`src/rtl/core/aes128_ctr_stream_cipher_unit_macros.svh`:
```
// Assertion macros used by the AES-128 CTR stream cipher RTL.
// Define NO_ASSERTIONS to compile every check away.
`ifndef AES128_CTR_STREAM_CIPHER_UNIT_MACROS_SVH
`define AES128_CTR_STREAM_CIPHER_UNIT_MACROS_SVH

`ifndef NO_ASSERTIONS
// same-cycle implication, checked outside reset
`define AC_ASSERT_IMPL(lbl, clk, rst_n, ante, cons) \
  lbl: assert property (@(posedge clk) disable iff (!rst_n) (ante) |-> (cons)) \
    else $error("aesctr check failed");
// next-cycle implication, checked outside reset
`define AC_ASSERT_NEXT(lbl, clk, rst_n, ante, cons) \
  lbl: assert property (@(posedge clk) disable iff (!rst_n) (ante) |=> (cons)) \
    else $error("aesctr check failed");
`else
`define AC_ASSERT_IMPL(lbl, clk, rst_n, ante, cons)
`define AC_ASSERT_NEXT(lbl, clk, rst_n, ante, cons)
`endif

`endif

```
`src/rtl/core/aesctr_pkg.sv`:
```
// Shared types, constants and AES round functions for the CTR cipher.
// No dependencies.
`default_nettype none

package aesctr_pkg;

  localparam int AC_QUEUE_DEPTH = 4;
  localparam int AC_ROUNDS      = 10;

  typedef enum logic [1:0] {
    CFG_KEY_HIGH = 2'd0,
    CFG_KEY_LOW  = 2'd1,
    CFG_NONCE    = 2'd2
  } cfg_reg_t;

  // one classified word waiting for the back end
  typedef struct packed {
    logic [7:0]  data;
    logic        last;
    logic [3:0]  pos;
    logic [63:0] ctr;
  } entry_t;

  typedef struct packed {
    logic busy;
    logic done;
  } aes_stat_t;

  localparam logic [7:0] SBOX [256] = '{
    8'h63,8'h7c,8'h77,8'h7b,8'hf2,8'h6b,8'h6f,8'hc5,8'h30,8'h01,8'h67,8'h2b,8'hfe,8'hd7,8'hab,8'h76,
    8'hca,8'h82,8'hc9,8'h7d,8'hfa,8'h59,8'h47,8'hf0,8'had,8'hd4,8'ha2,8'haf,8'h9c,8'ha4,8'h72,8'hc0,
    8'hb7,8'hfd,8'h93,8'h26,8'h36,8'h3f,8'hf7,8'hcc,8'h34,8'ha5,8'he5,8'hf1,8'h71,8'hd8,8'h31,8'h15,
    8'h04,8'hc7,8'h23,8'hc3,8'h18,8'h96,8'h05,8'h9a,8'h07,8'h12,8'h80,8'he2,8'heb,8'h27,8'hb2,8'h75,
    8'h09,8'h83,8'h2c,8'h1a,8'h1b,8'h6e,8'h5a,8'ha0,8'h52,8'h3b,8'hd6,8'hb3,8'h29,8'he3,8'h2f,8'h84,
    8'h53,8'hd1,8'h00,8'hed,8'h20,8'hfc,8'hb1,8'h5b,8'h6a,8'hcb,8'hbe,8'h39,8'h4a,8'h4c,8'h58,8'hcf,
    8'hd0,8'hef,8'haa,8'hfb,8'h43,8'h4d,8'h33,8'h85,8'h45,8'hf9,8'h02,8'h7f,8'h50,8'h3c,8'h9f,8'ha8,
    8'h51,8'ha3,8'h40,8'h8f,8'h92,8'h9d,8'h38,8'hf5,8'hbc,8'hb6,8'hda,8'h21,8'h10,8'hff,8'hf3,8'hd2,
    8'hcd,8'h0c,8'h13,8'hec,8'h5f,8'h97,8'h44,8'h17,8'hc4,8'ha7,8'h7e,8'h3d,8'h64,8'h5d,8'h19,8'h73,
    8'h60,8'h81,8'h4f,8'hdc,8'h22,8'h2a,8'h90,8'h88,8'h46,8'hee,8'hb8,8'h14,8'hde,8'h5e,8'h0b,8'hdb,
    8'he0,8'h32,8'h3a,8'h0a,8'h49,8'h06,8'h24,8'h5c,8'hc2,8'hd3,8'hac,8'h62,8'h91,8'h95,8'he4,8'h79,
    8'he7,8'hc8,8'h37,8'h6d,8'h8d,8'hd5,8'h4e,8'ha9,8'h6c,8'h56,8'hf4,8'hea,8'h65,8'h7a,8'hae,8'h08,
    8'hba,8'h78,8'h25,8'h2e,8'h1c,8'ha6,8'hb4,8'hc6,8'he8,8'hdd,8'h74,8'h1f,8'h4b,8'hbd,8'h8b,8'h8a,
    8'h70,8'h3e,8'hb5,8'h66,8'h48,8'h03,8'hf6,8'h0e,8'h61,8'h35,8'h57,8'hb9,8'h86,8'hc1,8'h1d,8'h9e,
    8'he1,8'hf8,8'h98,8'h11,8'h69,8'hd9,8'h8e,8'h94,8'h9b,8'h1e,8'h87,8'he9,8'hce,8'h55,8'h28,8'hdf,
    8'h8c,8'ha1,8'h89,8'h0d,8'hbf,8'he6,8'h42,8'h68,8'h41,8'h99,8'h2d,8'h0f,8'hb0,8'h54,8'hbb,8'h16
  };

  function automatic logic [7:0] rcon(input logic [3:0] rnd);
    logic [7:0] r;
    unique case (rnd)
      4'd1:    r = 8'h01;
      4'd2:    r = 8'h02;
      4'd3:    r = 8'h04;
      4'd4:    r = 8'h08;
      4'd5:    r = 8'h10;
      4'd6:    r = 8'h20;
      4'd7:    r = 8'h40;
      4'd8:    r = 8'h80;
      4'd9:    r = 8'h1b;
      4'd10:   r = 8'h36;
      default: r = 8'h00;
    endcase
    return r;
  endfunction

  function automatic logic [7:0] xtime(input logic [7:0] x);
    return {x[6:0], 1'b0} ^ (x[7] ? 8'h1b : 8'h00);
  endfunction

  // next round key; byte 0 of the key sits in bits 127:120
  function automatic logic [127:0] key_next(input logic [127:0] k, input logic [7:0] rc);
    logic [31:0] tmp;
    logic [31:0] n0, n1, n2, n3;
    tmp = {SBOX[k[23:16]] ^ rc, SBOX[k[15:8]], SBOX[k[7:0]], SBOX[k[31:24]]};
    n0  = k[127:96] ^ tmp;
    n1  = k[95:64] ^ n0;
    n2  = k[63:32] ^ n1;
    n3  = k[31:0] ^ n2;
    return {n0, n1, n2, n3};
  endfunction

  // SubBytes, ShiftRows, MixColumns (skipped in the last round), AddRoundKey
  function automatic logic [127:0] aes_round(input logic [127:0] s, input logic [127:0] rk,
                                             input logic last_rnd);
    logic [7:0]   sb [16];
    logic [7:0]   t  [16];
    logic [7:0]   b0, b1, b2, b3, all;
    logic [127:0] o;
    for (int i = 0; i < 16; i++) sb[i] = s[127 - 8*i -: 8];
    for (int c = 0; c < 4; c++)
      for (int r = 0; r < 4; r++)
        t[c*4 + r] = SBOX[sb[((c + r) & 3)*4 + r]];
    if (!last_rnd) begin
      for (int c = 0; c < 4; c++) begin
        b0 = t[c*4]; b1 = t[c*4 + 1]; b2 = t[c*4 + 2]; b3 = t[c*4 + 3];
        all = b0 ^ b1 ^ b2 ^ b3;
        t[c*4]     = b0 ^ all ^ xtime(b0 ^ b1);
        t[c*4 + 1] = b1 ^ all ^ xtime(b1 ^ b2);
        t[c*4 + 2] = b2 ^ all ^ xtime(b2 ^ b3);
        t[c*4 + 3] = b3 ^ all ^ xtime(b3 ^ b0);
      end
    end
    for (int i = 0; i < 16; i++) o[127 - 8*i -: 8] = t[i];
    return o ^ rk;
  endfunction

endpackage

`default_nettype wire

```
`src/rtl/core/aesctr_queue.sv`:
```
// Short word queue between the front and back ends.
// Depends on aesctr_pkg.
`default_nettype none

module aesctr_queue import aesctr_pkg::*; #(
  parameter int DEPTH = AC_QUEUE_DEPTH
) (
  input  wire logic clk,
  input  wire logic rst_n,
  input  wire logic push,
  input  entry_t    wr_entry,
  input  wire logic pop,
  output entry_t    rd_entry,
  output logic      full,
  output logic      not_empty
);

  localparam int AW = (DEPTH > 1) ? $clog2(DEPTH) : 1;

  entry_t          mem [DEPTH];
  logic [AW-1:0]   wr_ptr_r, rd_ptr_r;
  logic [AW:0]     count_r;

  function automatic logic [AW-1:0] ptr_inc(input logic [AW-1:0] p);
    return (p == AW'(DEPTH - 1)) ? '0 : p + AW'(1);
  endfunction

  assign full      = (count_r == (AW+1)'(DEPTH));
  assign not_empty = (count_r != '0);
  assign rd_entry  = mem[rd_ptr_r];

  always_ff @(posedge clk) begin
    if (push) mem[wr_ptr_r] <= wr_entry;
  end

  always_ff @(posedge clk) begin
    if (!rst_n) begin
      wr_ptr_r <= '0;
      rd_ptr_r <= '0;
      count_r  <= '0;
    end else begin
      if (push) wr_ptr_r <= ptr_inc(wr_ptr_r);
      if (pop)  rd_ptr_r <= ptr_inc(rd_ptr_r);
      if (push && !pop)      count_r <= count_r + (AW+1)'(1);
      else if (pop && !push) count_r <= count_r - (AW+1)'(1);
    end
  end

endmodule

`default_nettype wire

```
`config.mk`:
```
export PLATFORM = sky130hd
export DESIGN_NAME = aesctr_queue
export DESIGN_NICKNAME = d
export VERILOG_FILES = /design/src/rtl/core/aes128_ctr_stream_cipher_unit_macros.svh /design/src/rtl/core/aesctr_pkg.sv /design/src/rtl/core/aesctr_queue.sv
export SDC_FILE = /design/constraint.sdc
export NUM_CORES = 1
export LEC_CHECK = 0
export ABC_AREA = 1
export BUFFER_PORTS_ARGS = -buffer_cell sky130_fd_sc_hd__buf_2
export CAP_MARGIN = 5
export CORE_ASPECT_RATIO = 1.75
export CORE_UTILIZATION = 35
export DETAILED_ROUTE_END_ITERATION = 8
export PLACE_DENSITY_LB_ADDON = 0.12
export SETUP_SLACK_MARGIN = 0.3
export SYNTH_ARGS = -nofsm -noshare
export SYNTH_HDL_FRONTEND = slang
export SYNTH_SLANG_ARGS = --single-unit
```
`constraint.sdc`:
```
create_clock -name clk -period 5.8 [get_ports clk]
set_input_delay 1.16 -clock clk [delete_from_list [all_inputs] [get_ports clk]]
set_output_delay 1.16 -clock clk [all_outputs]
set_load 0.05 [all_outputs]
```
==> flow_summary_export.csv <==
group,metric,value,unit
clocking,numCtsBuffers,29,
sta,rsz0062_at_grt,"no",
place,gp_congestion,0.691,
clocking,cts.htree.levels,1,
yosys,yosysTopAreaCell,"edfxtp_1",
grt,grt_usage,15.7,%
sta,relSlewSlack,37.5,%
yosys,netlist_area,0.0119,mm^2
die,dieArea,0.0347,mm^2
power,swShare,26.8,%
clocking,cts_hold_buf,0,
detailed_routing,drt_wl_total,26.7,mm
sta,slew_violations,0,
setup_path,reg2reg_slack,3.92,ns
run_status,status,"complete, no violations",
min_path,hold_depth,2,
setup_path,cp_max_fo,71,
sta,fmax,233,MHz
job,cap_violations,0,
clocking,insertion_delay,0.55,ns
detailed_routing,postRouteAntennaNets,0,
min_path,hold_class,"reg -> reg",
yosys,synth_top_area_share,77.9,%
power,vdd_drop_max,0.251,mV
die,fp-row-count,88,
sta,worst_pin_slew,0.937,ns
die,die_h,246,um
clocking,clkTransAtPathRegs,0.06,ns
detailed_routing,vias_per_cell,4.86,
clocking,cts.sinks,317,
detailed_routing,vias,6954,
yosys,ys_ff_latch,317,
sta,finalHoldViolCount,0,
finish,area_growth_syn_to_layout,17.1,%
power,p_sw,1.38,mW
grt,grt_max_degree,126,
setup_path,crit_chain,"buf_4, buf_4, o21ai_0, o22ai_1, buf_2",
sta,holdWs,0.530,ns
power,p_leak,4.82,nW
detailed_routing,drcViolationCount,0,
setup_path,r2r-start,"wr_ptr_r[0]$_SDFFE_PN0P_",
yosys,ys_types,24,
yosys,synth_seq_area_share,79.4,%
detailed_routing,dr.first_iter.drc_count,314,
clocking,post_cts_resized,0,
die,io_pins,160,
sta,fin_setup_tns,0,ns
die,core-area,0.0331,mm^2
yosys,synth_area_per_cell,14.8,um^2
sta,setup_violations,0,
die,dieWidth,141,um
finish,drive_above_1_share,22.2,%
power,power.density,370,mW/mm^2
finish,fill_cells,3086,
power,total_power,5.15,mW
setup_path,reg2reg_depth,4,
setup_path,worst_ep_required_time,4.64,ns
finish,register_area,0.00943,mm^2
setup_path,cp-end-kind,"primary output",
power,seq_power_share,51.3,%
power,p_int,3.77,mW
min_path,hold_end,"wr_ptr_r[1]$_SDFFE_PN0P_",
setup_path,slowest_stage,"buf_4",
detailed_routing,wl_per_cell,18.7,um
setup_path,path_class,"reg -> out",
clocking,cts_tree,"built",
setup_path,rr_endpoint,"mem[3][19]$_DFFE_PP_",
place,numPortBuffers,159,
yosys,yosys_warnings,0,
setup_path,critPathLaunchType,"flip-flop",
grt,grt_pass1_wl,40.8,mm
setup_path,crit_arrival,3.13,ns
yosys,yosys-top-cells-area,"edfxtp_1, o21ai_0, nor2_1",
grt,grt_overflow_total,0,
grt,antenna_found_initial,3,
sta,min_period,4.29,ns
clocking,root_buffer,"clkbuf_16",
yosys,syn-num-nets,892,
sta,skew,0.00862,ns
clocking,postCtsSetupBuffers,0,
die,start_util,35.8,%
grt,grt_pass1_vias,7159,
setup_path,crit_top_cell,"buf_4",
power,power.share.clock,34.5,%
min_path,worstHoldStart,"wr_ptr_r[1]$_SDFFE_PN0P_",
setup_path,critPathMaxStageDelay,0.66,ns
yosys,synth_cells,804,
clocking,clockBufferDepth,3,
finish,multi_input_area,0.00206,mm^2
detailed_routing,dr.pass1.iters,4,
finish,final_nets,1047,
place,hpwl,14.8,mm
power,p_comb_share,14.2,%
sta,period_share,73.9,%
power by group through the flow:
stage          logic [mW]  registers, mW  clock network (mW)
2_1_floorplan       0.532           2.69                   0
3_3_place_gp        0.745           2.69                   0
3_5_place_dp        0.747           2.69                   0
4_1_cts             0.749           2.64                1.84
5_1_grt             0.790           2.65                1.91
6_report            0.732           2.64                1.78
cells by family after synthesis:
kind of cell	after synthesis	share of synthesized area (%)
flip-flops	317	79.4
AO/OA/AOI/OAI	237	10.8
AND/OR/NAND/NOR	177	5.66
buffers and inverters	65	3.23
adder cells (fa/ha/maj)	7	0.801
XOR/XNOR	1	0.0738
metal layers:
metal  share of wire, %  track usage (%)  vias up
li1                   -                -     3324
met1                 39             17.3     3459
met2                 54             29.4      127
met3                4.7             3.14       42
met4                2.3             5.43        2
met5              0.049                0        -
stage by stage:
stage	utilization [%]	setup WS [ns]	area [um^2]	cells
after floorplan	-	2.68	11900	804
after global placement	39.3	2.08	13000	1378
after detailed placement	39.3	2.02	13000	1378
after CTS	41.9	1.42	13900	1429
after global routing	41.9	1.22	13900	1430
final	41.9	1.51	13900	1431
registers in the layout, summed over array words and instances (netlist names), named ones only:
register,flops
mem,308
wr_ptr_r,2
count_r,3
rd_ptr_r,2
final cells by class:
class	instances	share of cell area, %
antenna	2	0.0360
multi-input combinational	422	14.8
clock buffer	35	5.38
tap	450	4.05
inverter	16	0.504
sequential	317	67.9
clock inverter	16	0.855
timing repair buffer	173	6.48
cells in the mapped netlist (all sizes together):
master and number:
a21oi 3, buf 28, clkbuf 21, dfxtp 9, edfxtp 308, fa 1, ha 6, inv 16
nand2 9, nand3 1, nand4 1, nor2 163, nor3 3, o21ai 157, o22ai 77, xor2 1
critical path, delay by kind of cell, from the launching register on:
family / cells / cell delay [ns]
AO/OA/AOI/OAI: 2 / 0.41
flip-flops: 1 / 0.47
buffers and inverters: 3 / 1.59
placed cells by master, fill, tap and decap left out, types with 2 or more instances in the layout:
master / instances
buf_2: 159
clkinv_2: 9
inv_1: 10
nor3_1: 3
o21ai_0: 152
bufinv_16: 2
nor2_1: 163
clkbuf_1: 6
edfxtp_1: 308
clkbuf_16: 29
buf_4: 14
dfxtp_1: 7
o21ai_1: 5
diode_2: 2
clkinv_1: 9
a21oi_1: 3
o22ai_1: 77
nand2_1: 9
ha_1: 6
worst max-delay path by stage:
stage	from	end	slack, ns	depth (start not counted)
2_1_floorplan	push	mem[3][0]$_DFFE_PP_	2.68	2
3_3_place_gp	flip-flop	rd_entry[12]	2.08	5
3_5_place_dp	flip-flop	rd_entry[12]	2.02	5
4_1_cts	flip-flop	rd_entry[12]	1.42	5
5_1_grt	flip-flop	rd_entry[7]	1.22	5
6_report	flip-flop	rd_entry[66]	1.51	5
(Power assumes the default switching activity.)
