**src/rtl/core/aes128_ctr_stream_cipher_unit_macros.svh**
```systemverilog
// Assertion macros used by the AES-128 CTR stream cipher RTL.
// Define NO_ASSERTIONS to compile every check away.
`ifndef AES128_CTR_STREAM_CIPHER_UNIT_MACROS_SVH
`define AES128_CTR_STREAM_CIPHER_UNIT_MACROS_SVH

`ifndef NO_ASSERTIONS
// same-cycle implication, checked outside reset
`define AC_ASSERT_IMPL(lbl, clk, rst_n, ante, cons) \
  lbl: assert property (@(posedge clk) disable iff (!rst_n) (ante) |-> (cons)) \
    else $error("aesctr check failed");
// next-cycle implication, checked outside reset
`define AC_ASSERT_NEXT(lbl, clk, rst_n, ante, cons) \
  lbl: assert property (@(posedge clk) disable iff (!rst_n) (ante) |=> (cons)) \
    else $error("aesctr check failed");
`else
`define AC_ASSERT_IMPL(lbl, clk, rst_n, ante, cons)
`define AC_ASSERT_NEXT(lbl, clk, rst_n, ante, cons)
`endif

`endif

```
**src/rtl/core/aesctr_pkg.sv**
```systemverilog
// Shared types, constants and AES round functions for the CTR cipher.
// No dependencies.
`default_nettype none

package aesctr_pkg;

  localparam int AC_QUEUE_DEPTH = 4;
  localparam int AC_ROUNDS      = 10;

  typedef enum logic [1:0] {
    CFG_KEY_HIGH = 2'd0,
    CFG_KEY_LOW  = 2'd1,
    CFG_NONCE    = 2'd2
  } cfg_reg_t;

  // one classified word waiting for the back end
  typedef struct packed {
    logic [7:0]  data;
    logic        last;
    logic [3:0]  pos;
    logic [63:0] ctr;
  } entry_t;

  typedef struct packed {
    logic busy;
    logic done;
  } aes_stat_t;

  localparam logic [7:0] SBOX [256] = '{
    8'h63,8'h7c,8'h77,8'h7b,8'hf2,8'h6b,8'h6f,8'hc5,8'h30,8'h01,8'h67,8'h2b,8'hfe,8'hd7,8'hab,8'h76,
    8'hca,8'h82,8'hc9,8'h7d,8'hfa,8'h59,8'h47,8'hf0,8'had,8'hd4,8'ha2,8'haf,8'h9c,8'ha4,8'h72,8'hc0,
    8'hb7,8'hfd,8'h93,8'h26,8'h36,8'h3f,8'hf7,8'hcc,8'h34,8'ha5,8'he5,8'hf1,8'h71,8'hd8,8'h31,8'h15,
    8'h04,8'hc7,8'h23,8'hc3,8'h18,8'h96,8'h05,8'h9a,8'h07,8'h12,8'h80,8'he2,8'heb,8'h27,8'hb2,8'h75,
    8'h09,8'h83,8'h2c,8'h1a,8'h1b,8'h6e,8'h5a,8'ha0,8'h52,8'h3b,8'hd6,8'hb3,8'h29,8'he3,8'h2f,8'h84,
    8'h53,8'hd1,8'h00,8'hed,8'h20,8'hfc,8'hb1,8'h5b,8'h6a,8'hcb,8'hbe,8'h39,8'h4a,8'h4c,8'h58,8'hcf,
    8'hd0,8'hef,8'haa,8'hfb,8'h43,8'h4d,8'h33,8'h85,8'h45,8'hf9,8'h02,8'h7f,8'h50,8'h3c,8'h9f,8'ha8,
    8'h51,8'ha3,8'h40,8'h8f,8'h92,8'h9d,8'h38,8'hf5,8'hbc,8'hb6,8'hda,8'h21,8'h10,8'hff,8'hf3,8'hd2,
    8'hcd,8'h0c,8'h13,8'hec,8'h5f,8'h97,8'h44,8'h17,8'hc4,8'ha7,8'h7e,8'h3d,8'h64,8'h5d,8'h19,8'h73,
    8'h60,8'h81,8'h4f,8'hdc,8'h22,8'h2a,8'h90,8'h88,8'h46,8'hee,8'hb8,8'h14,8'hde,8'h5e,8'h0b,8'hdb,
    8'he0,8'h32,8'h3a,8'h0a,8'h49,8'h06,8'h24,8'h5c,8'hc2,8'hd3,8'hac,8'h62,8'h91,8'h95,8'he4,8'h79,
    8'he7,8'hc8,8'h37,8'h6d,8'h8d,8'hd5,8'h4e,8'ha9,8'h6c,8'h56,8'hf4,8'hea,8'h65,8'h7a,8'hae,8'h08,
    8'hba,8'h78,8'h25,8'h2e,8'h1c,8'ha6,8'hb4,8'hc6,8'he8,8'hdd,8'h74,8'h1f,8'h4b,8'hbd,8'h8b,8'h8a,
    8'h70,8'h3e,8'hb5,8'h66,8'h48,8'h03,8'hf6,8'h0e,8'h61,8'h35,8'h57,8'hb9,8'h86,8'hc1,8'h1d,8'h9e,
    8'he1,8'hf8,8'h98,8'h11,8'h69,8'hd9,8'h8e,8'h94,8'h9b,8'h1e,8'h87,8'he9,8'hce,8'h55,8'h28,8'hdf,
    8'h8c,8'ha1,8'h89,8'h0d,8'hbf,8'he6,8'h42,8'h68,8'h41,8'h99,8'h2d,8'h0f,8'hb0,8'h54,8'hbb,8'h16
  };

  function automatic logic [7:0] rcon(input logic [3:0] rnd);
    logic [7:0] r;
    unique case (rnd)
      4'd1:    r = 8'h01;
      4'd2:    r = 8'h02;
      4'd3:    r = 8'h04;
      4'd4:    r = 8'h08;
      4'd5:    r = 8'h10;
      4'd6:    r = 8'h20;
      4'd7:    r = 8'h40;
      4'd8:    r = 8'h80;
      4'd9:    r = 8'h1b;
      4'd10:   r = 8'h36;
      default: r = 8'h00;
    endcase
    return r;
  endfunction

  function automatic logic [7:0] xtime(input logic [7:0] x);
    return {x[6:0], 1'b0} ^ (x[7] ? 8'h1b : 8'h00);
  endfunction

  // next round key; byte 0 of the key sits in bits 127:120
  function automatic logic [127:0] key_next(input logic [127:0] k, input logic [7:0] rc);
    logic [31:0] tmp;
    logic [31:0] n0, n1, n2, n3;
    tmp = {SBOX[k[23:16]] ^ rc, SBOX[k[15:8]], SBOX[k[7:0]], SBOX[k[31:24]]};
    n0  = k[127:96] ^ tmp;
    n1  = k[95:64] ^ n0;
    n2  = k[63:32] ^ n1;
    n3  = k[31:0] ^ n2;
    return {n0, n1, n2, n3};
  endfunction

  // SubBytes, ShiftRows, MixColumns (skipped in the last round), AddRoundKey
  function automatic logic [127:0] aes_round(input logic [127:0] s, input logic [127:0] rk,
                                             input logic last_rnd);
    logic [7:0]   sb [16];
    logic [7:0]   t  [16];
    logic [7:0]   b0, b1, b2, b3, all;
    logic [127:0] o;
    for (int i = 0; i < 16; i++) sb[i] = s[127 - 8*i -: 8];
    for (int c = 0; c < 4; c++)
      for (int r = 0; r < 4; r++)
        t[c*4 + r] = SBOX[sb[((c + r) & 3)*4 + r]];
    if (!last_rnd) begin
      for (int c = 0; c < 4; c++) begin
        b0 = t[c*4]; b1 = t[c*4 + 1]; b2 = t[c*4 + 2]; b3 = t[c*4 + 3];
        all = b0 ^ b1 ^ b2 ^ b3;
        t[c*4]     = b0 ^ all ^ xtime(b0 ^ b1);
        t[c*4 + 1] = b1 ^ all ^ xtime(b1 ^ b2);
        t[c*4 + 2] = b2 ^ all ^ xtime(b2 ^ b3);
        t[c*4 + 3] = b3 ^ all ^ xtime(b3 ^ b0);
      end
    end
    for (int i = 0; i < 16; i++) o[127 - 8*i -: 8] = t[i];
    return o ^ rk;
  endfunction

endpackage

`default_nettype wire

```
**src/rtl/core/aesctr_front.sv**
```systemverilog
// Front end: tracks block counter and byte position, tags each word.
// Depends on aesctr_pkg.
`default_nettype none

module aesctr_front import aesctr_pkg::*; (
  input  wire logic       clk,
  input  wire logic       rst_n,
  input  wire logic       push,
  input  wire logic [7:0] data_byte,
  input  wire logic       first_of_message,
  input  wire logic       last_of_message,
  output entry_t          entry
);

  logic [63:0] ctr_r, ctr_nxt;
  logic [3:0]  pos_r, pos_nxt;
  logic [63:0] ctr_use;
  logic [3:0]  pos_use;

  always_comb begin
    ctr_use = first_of_message ? 64'd0 : ctr_r;
    pos_use = first_of_message ? 4'd0 : pos_r;
    pos_nxt = pos_use + 4'd1;
    ctr_nxt = (pos_use == 4'hf) ? ctr_use + 64'd1 : ctr_use;
    entry.data = data_byte;
    entry.last = last_of_message;
    entry.pos  = pos_use;
    entry.ctr  = ctr_use;
  end

  always_ff @(posedge clk) begin
    if (!rst_n) begin
      ctr_r <= '0;
      pos_r <= '0;
    end else if (push) begin
      ctr_r <= ctr_nxt;
      pos_r <= pos_nxt;
    end
  end

endmodule

`default_nettype wire

```
**config.mk**
```make
export PLATFORM = sky130hd
export DESIGN_NAME = aesctr_front
export DESIGN_NICKNAME = d
export VERILOG_FILES = /design/src/rtl/core/aes128_ctr_stream_cipher_unit_macros.svh /design/src/rtl/core/aesctr_pkg.sv /design/src/rtl/core/aesctr_front.sv
export SDC_FILE = /design/constraint.sdc
export NUM_CORES = 1
export LEC_CHECK = 0
export ABC_CLOCK_PERIOD_IN_PS = 3100
export BUFFER_PORTS_ARGS = -buffer_cell sky130_fd_sc_hd__buf_2
export CAP_MARGIN = 25
export CELL_PAD_IN_SITES_DETAIL_PLACEMENT = 0
export CELL_PAD_IN_SITES_GLOBAL_PLACEMENT = 2
export CORE_MARGIN = 10
export CORE_UTILIZATION = 25
export DETAILED_ROUTE_END_ITERATION = 6
export PLACE_DENSITY = 0.77
export SETUP_SLACK_MARGIN = 0.05
export SYNTH_ARGS = -nofsm -noshare
export SYNTH_HDL_FRONTEND = slang
export SYNTH_SLANG_ARGS = --single-unit
```
**constraint.sdc**
```tcl
create_clock -name clk -period 3.1 [get_ports clk]
set_clock_uncertainty 0.05 [all_clocks]
set_input_delay 0.62 -clock clk [delete_from_list [all_inputs] [get_ports clk]]
set_output_delay 0.62 -clock clk [all_outputs]
set_load 0.02 [all_outputs]
```
==> results of run 1 <==
cell usage in the layout (no fill, tap or decap), drive strengths merged, types with 13 or more instances in the layout:
cell type  instances
a21oi             22
buf              107
dfxtp             68
mux2i             21
nand2            104
nand3             39
nand4             42
nor2              55
nor2b             61
nor3              13
nor4              18
metrics by stage:
stage	hold WS [ps]	power, mW	std cells
finish	451	1.90	927
global route	473	1.96	927
CTS	453	1.92	927
detailed placement	444	0.997	912
global placement	435	0.995	912
floorplan	405	0.979	622
report_power, final:
| part | leakage, nW | internal (mW) | total, mW | switching [mW] |
|---|---|---|---|---|
| clock | 0.126 | 0.533 | 0.920 | 0.386 |
| combinational | 1.55 | 0.0287 | 0.102 | 0.0729 |
| sequential | 0.548 | 0.876 | 0.877 | 0.00103 |
| total | 2.23 | 1.44 | 1.90 | 0.460 |
layout make-up:
class / instances / area, um2 / share of cell area, %
clock buffer: 12 / 236 / 4.19
clock inverter: 3 / 15.0 / 0.266
inverter: 8 / 30.0 / 0.532
multi-input combinational: 500 / 3060 / 54.3
sequential: 68 / 1360 / 24.1
tap: 229 / 287 / 5.07
timing repair buffer: 107 / 653 / 11.6
path summary, 6_finish.rpt:
path / start / to / slack [ps] / cells past startpoint
max: first_of_message / ctr_r[48]$_SDFFE_PN0P_ / 500 / 8
min reg2reg: ctr_r[63]$_SDFFE_PN0P_ / ctr_r[63]$_SDFFE_PN0P_ / 450 / 2
max reg2reg: pos_r[0]$_SDFFE_PN0P_ / ctr_r[48]$_SDFFE_PN0P_ / 660 / 7
min: ctr_r[63]$_SDFFE_PN0P_ / ctr_r[63]$_SDFFE_PN0P_ / 450 / 2
logic make-up after synthesis:
family,count (synthesis),share of synthesized area (%)
adders and majority gates,2,0.540
muxes,23,5.02
AOI/OAI and AO/OA,54,7.83
xor gates and xnor gates,20,3.78
buffers and inverters,54,5.29
and+or+nand+nor,401,48.2
DFF,68,29.4
worst max-delay path: stages:
cell and delay (ps):
buf_4 230, nor2b_4 180, ha_1 230, nand4_1 200, or4_4 610, nor3_1 380
nand4b_1 180, mux2i_1 150
registers in the layout, summed over array words and instances, names as in the netlist:
register  flops
ctr_r        64
pos_r         4
metal layers:
| metal | part of all wire (%) | vias up |
|---|---|---|
| li1 | - | 2362 |
| met1 | 46 | 2360 |
| met2 | 48 | 135 |
| met3 | 5.2 | 14 |
| met4 | 1.6 | 0 |
| met5 | 0 | - |
==> impl_metrics.yaml, run 1 <==
synthesis:
  async_reset_ff_share_pct: 0
  syn_area_um2: 4630
  yosys.area.top_type: "dfxtp_1"
  ys_types: 49
  synth_flop_cell: "dfxtp_1"
  netlist_top_cells_count: "104 x nand2_1, 68 x dfxtp_1, 61 x nor2b_1"
  synth-seq-cells: 68
  synth_edf_count: 0
  yosys_warnings: 0
  synth.yosys.seq_area_share_pct: 29.4
  syn_avg_cell_area_um2: 7.45
  synth_nets: 637
  synth_most_common_cell: "nand2_1"
  synthesis.instances: 622
  synth_top_area_share_pct: 29.4
  ys_top_cells_by_area: "dfxtp_1 29%, nand2_1 8.4%, nor2b_1 8.2%"
floorplan:
  dieArea_um2: 24400
  die_w_um: 156
  rows: 49
  start_util_pct: 25.6
  ios: 90
  die_h_um: 156
  core_area_um2: 18100
place:
  routabilityCongestion: 0.892
  portBuffers: 71
  post_dp_cell_area_um2: 5400
  pre_cts_ws_ps: 176
  post-dp-hpwl_um: 13200
sta:
  rsz0062_at_grt: "no"
  fin_setup_tns_ps: 0
  hold_violations: 0
  finalSetupViolCount: 0
  period_minus_slack_ps: 2600
  worst_slew_pin_slew_ps: 691
  worst_slack_ps: 501
  period_share_pct: 83.8
  fmax_ghz: 0.385
  timing.slew.headroom_pct: 53.8
  slew_viol_final: 0
final_layout:
  nets: 709
  fin_util_pct: 31.2
  area_delta_synth_final_pct: 21.9
  fin_area_um2: 5650
  nFillCells: 1952
  antenna_cells: 0
  drive_gt1_share_pct: 21.6
critical_path:
  crit_required_ps: 3280
  path_max_fanout: 27
  worstPathArrival_ps: 2780
  critPathKind: "input port to flop"
  critPathLaunchType: "input port"
  crit_path_end_kind: "flop"
global_route:
  antenna_found_initial: 0
  gr-total-overflow: 0
  grt_pass1_wl_um: 27000
  use_met1_pct: 17.7
  grt_max_degree: 48
  top_usage_layer: "met2"
  grt_usage_pct: 14.0
  grt_util_met3_pct: 3.20
  gr-usage-met2_pct: 23.2
  grt_pass1_vias: 4714
cts:
  cts_sinks: 68
  cts.path.max_buffers: 2
  cts-root-buf: "clkbuf_16"
  cts_tree: "yes"
  cts_hold_buf: 0
  worst_setup_hold_path_clk_slew_ps: 60
  post_cts_resized: 0
  ctsHtreeMaxLevel: 3
  clkLatencyLatePin_ps: 340
  cts_buffers: 9
  postCtsSetupBuffers: 0
routing:
  drc_errors: 0
  drt-total-wl_um: 17300
  drt_iter0_markers: 391
  antenna_left: 0
  routed_via_density: 5.25
  vias: 4871
  avgRoutedWirePerCell_um: 18.6
  drt_first_pass_iters: 5
power:
  p_leak_nw: 2.23
  powerDensity_nw_per_um2: 336
  peakVddDrop_mv: 0.279
run:
  cap_violations: 0
min_path:
  hold_path.class: "flop to flop"
run_status:
  status: "complete, no violations"
Power figures use the tool's default switching activity.
==> inputs of run 2 (changes only) <==
--- a/config.mk
+++ b/config.mk
@@ -5,7 +5,7 @@
 export SDC_FILE = /design/constraint.sdc
 export NUM_CORES = 1
 export LEC_CHECK = 0
-export ABC_CLOCK_PERIOD_IN_PS = 3100
+export ABC_CLOCK_PERIOD_IN_PS = 2300
 export BUFFER_PORTS_ARGS = -buffer_cell sky130_fd_sc_hd__buf_2
 export CAP_MARGIN = 25
 export CELL_PAD_IN_SITES_DETAIL_PLACEMENT = 0
==> constraint.sdc (replaced) <==
create_clock -name clk -period 2.3 [get_ports clk]
set_clock_uncertainty 0.05 [all_clocks]
set_input_delay 0.46 -clock clk [delete_from_list [all_inputs] [get_ports clk]]
set_output_delay 0.46 -clock clk [all_outputs]
set_load 0.02 [all_outputs]
==> run 2 against run 1 <==
Die area stayed put. First-iteration DRC count is 13% lower. Sequential cell count stayed put. Clock-buffer cell count is 1 lower. Cell area is 14% higher. Routed wire length is 6.6% higher. Utilization is 4.4 points higher. Via count is 7.2% higher. Worst hold slack worse by 81 ps. Sequential power is 35% higher. Register-to-register slack worse by 610 ps. Largest power group unchanged.
==> impl_metrics.yaml, run 2 (synthesis results as in run 1) <==
floorplan:
  core_area_um2: 18100
  die_w_um: 156
  rows: 49
  ios: 90
  dieArea_um2: 24400
  start_util_pct: 25.6
  die_h_um: 156
cts:
  cts_buffers: 9
  clkLatencyLatePin_ps: 350
  cts.path.max_buffers: 2
  ctsHtreeMaxLevel: 3
  cts-root-buf: "clkbuf_16"
  cts_tree: "yes"
  cts_hold_buf: 0
  cts_sinks: 68
  worst_setup_hold_path_clk_slew_ps: 60
place:
  routabilityCongestion: 0.912
  post-dp-hpwl_um: 14100
  portBuffers: 71
routing:
  routed_via_density: 5.20
  drc_errors: 0
  antenna_left: 0
  drt_iter0_markers: 339
  vias: 5224
  drt-total-wl_um: 18400
  avgRoutedWirePerCell_um: 18.4
  drt_first_pass_iters: 5
final_layout:
  drive_gt1_share_pct: 32.6
  area_delta_synth_final_pct: 39.0
  largest_register_ffs: 64
  final_common_cell: "buf_4"
  nFillCells: 1899
  antenna_cells: 0
  fin_util_pct: 35.6
  multiInputGateArea_um2: 3210
  reg_top3: "ctr_r: 64 flops, pos_r: 4 flops"
  mostFrequentLayoutCells: "108 x buf_4, 103 x nand2_1, 70 x buf_2"
  top_register: "ctr_r"
  nets: 785
  regArea_um2: 1370
sta:
  hold_violations: 0
  finalSetupViolCount: 0
  fmax_ghz: 0.444
  slew_viol_final: 0
  timing.slew.headroom_pct: 62.6
  period_minus_slack_ps: 2250
  rsz0062_at_grt: "yes"
  period_share_pct: 97.9
  worst_slew_pin_slew_ps: 560
  fin_setup_tns_ps: 0
global_route:
  antenna_found_initial: 0
  grt_usage_pct: 14.8
  gr-total-overflow: 0
  grt_pass1_wl_um: 28500
  grt_pass1_vias: 5121
  grt_max_degree: 47
critical_path:
  crit_path_end_kind: "flop"
  crit_required_ps: 2480
  worst-path-buf-inv: 2
  critPathLaunchType: "flop"
  critPathKind: "flop to flop"
  critPathSlowestCell: "dfxtp_2"
  regToRegSetupSlack_ps: 50
  critPathMostFrequentCell: "nand4_1"
  path_max_fanout: 5
  cp_top_family: "simple AND/OR/NAND/NOR gates"
  path_cells: "nor2b_4 -> ha_4 -> and4b_2 -> nand4_1 -> buf_6 -> nor4_4 -> buf_4 -> nand4_1 -> mux2i_1"
  cp_slowest_stage_delay_ps: 340
  worstPathArrival_ps: 2430
power:
  pwr-share-seq_pct: 42.4
  p_clk_share_pct: 52.3
  powerDensity_nw_per_um2: 433
  p_sw_mw: 0.670
  p_leak_nw: 2.75
  combPwrFrac_pct: 5.4
  p_int_mw: 2.12
  peakVddDrop_mv: 0.328
  sw_frac_of_total_pct: 24.0
run_status:
  status: "complete, no violations"
min_path:
  hold_path.class: "input port to flop"
run:
  cap_violations: 0
run 2: final cells by class:
class / instances / area share, %
Clock buffer: 11 / 3.92
Clock inverter: 5 / 0.777
Inverter: 8 / 0.466
Multi-Input combinational cell: 500 / 49.8
Sequential cell: 68 / 21.2
Tap cell: 229 / 4.45
Timing Repair Buffer: 183 / 19.3
run 2: metal layers:
metal  track usage (%)  routed length (um)  vias to the layer above
met5                 0                   0                        -
met4              4.76                 337                        0
met3              4.05                1080                       24
met2              24.0                8620                      138
met1              18.6                8390                     2538
li1                  -                   -                     2524
run 2: final timing paths:
kind,from,end,cells past startpoint
min reg2reg,pos_r[0]$_SDFFE_PN0P_,pos_r[0]$_SDFFE_PN0P_,2
max reg2reg,pos_r[0]$_SDFFE_PN0P_,ctr_r[59]$_SDFFE_PN0P_,9
max,pos_r[0]$_SDFFE_PN0P_,ctr_r[59]$_SDFFE_PN0P_,9
min,push,pos_r[0]$_SDFFE_PN0P_,2
run 2: power groups by stage:
stage / Combinational (mW) / Clock, mW / Sequential (mW)
after detailed placement: 0.149 / 0 / 1.21
after global placement: 0.146 / 0 / 1.21
after floorplan: 0.122 / 0 / 1.21
final: 0.150 / 1.46 / 1.18
after CTS: 0.150 / 1.48 / 1.18
after global routing: 0.165 / 1.52 / 1.18
run 2: what timing repair did:
item | 4_1_cts | 5_1_grt
gates resized for setup | 3 | 14
setup buffers | 0 | 6
endpoints found under the setup margin | 2 | 24
pin swaps | 0 | 10
run 2: through the flow:
step	hold WS, ps	setup WS (ps)	std cells	power [mW]	cell area [um2]
6_report	370	49.1	1004	2.79	6440
5_1_grt	381	-9.09	1004	2.87	6440
4_1_cts	364	63.7	998	2.81	6340
3_5_place_dp	445	-301	982	1.36	6030
3_3_place_gp	427	-258	982	1.35	6030
2_1_floorplan	405	-336	622	1.33	4810
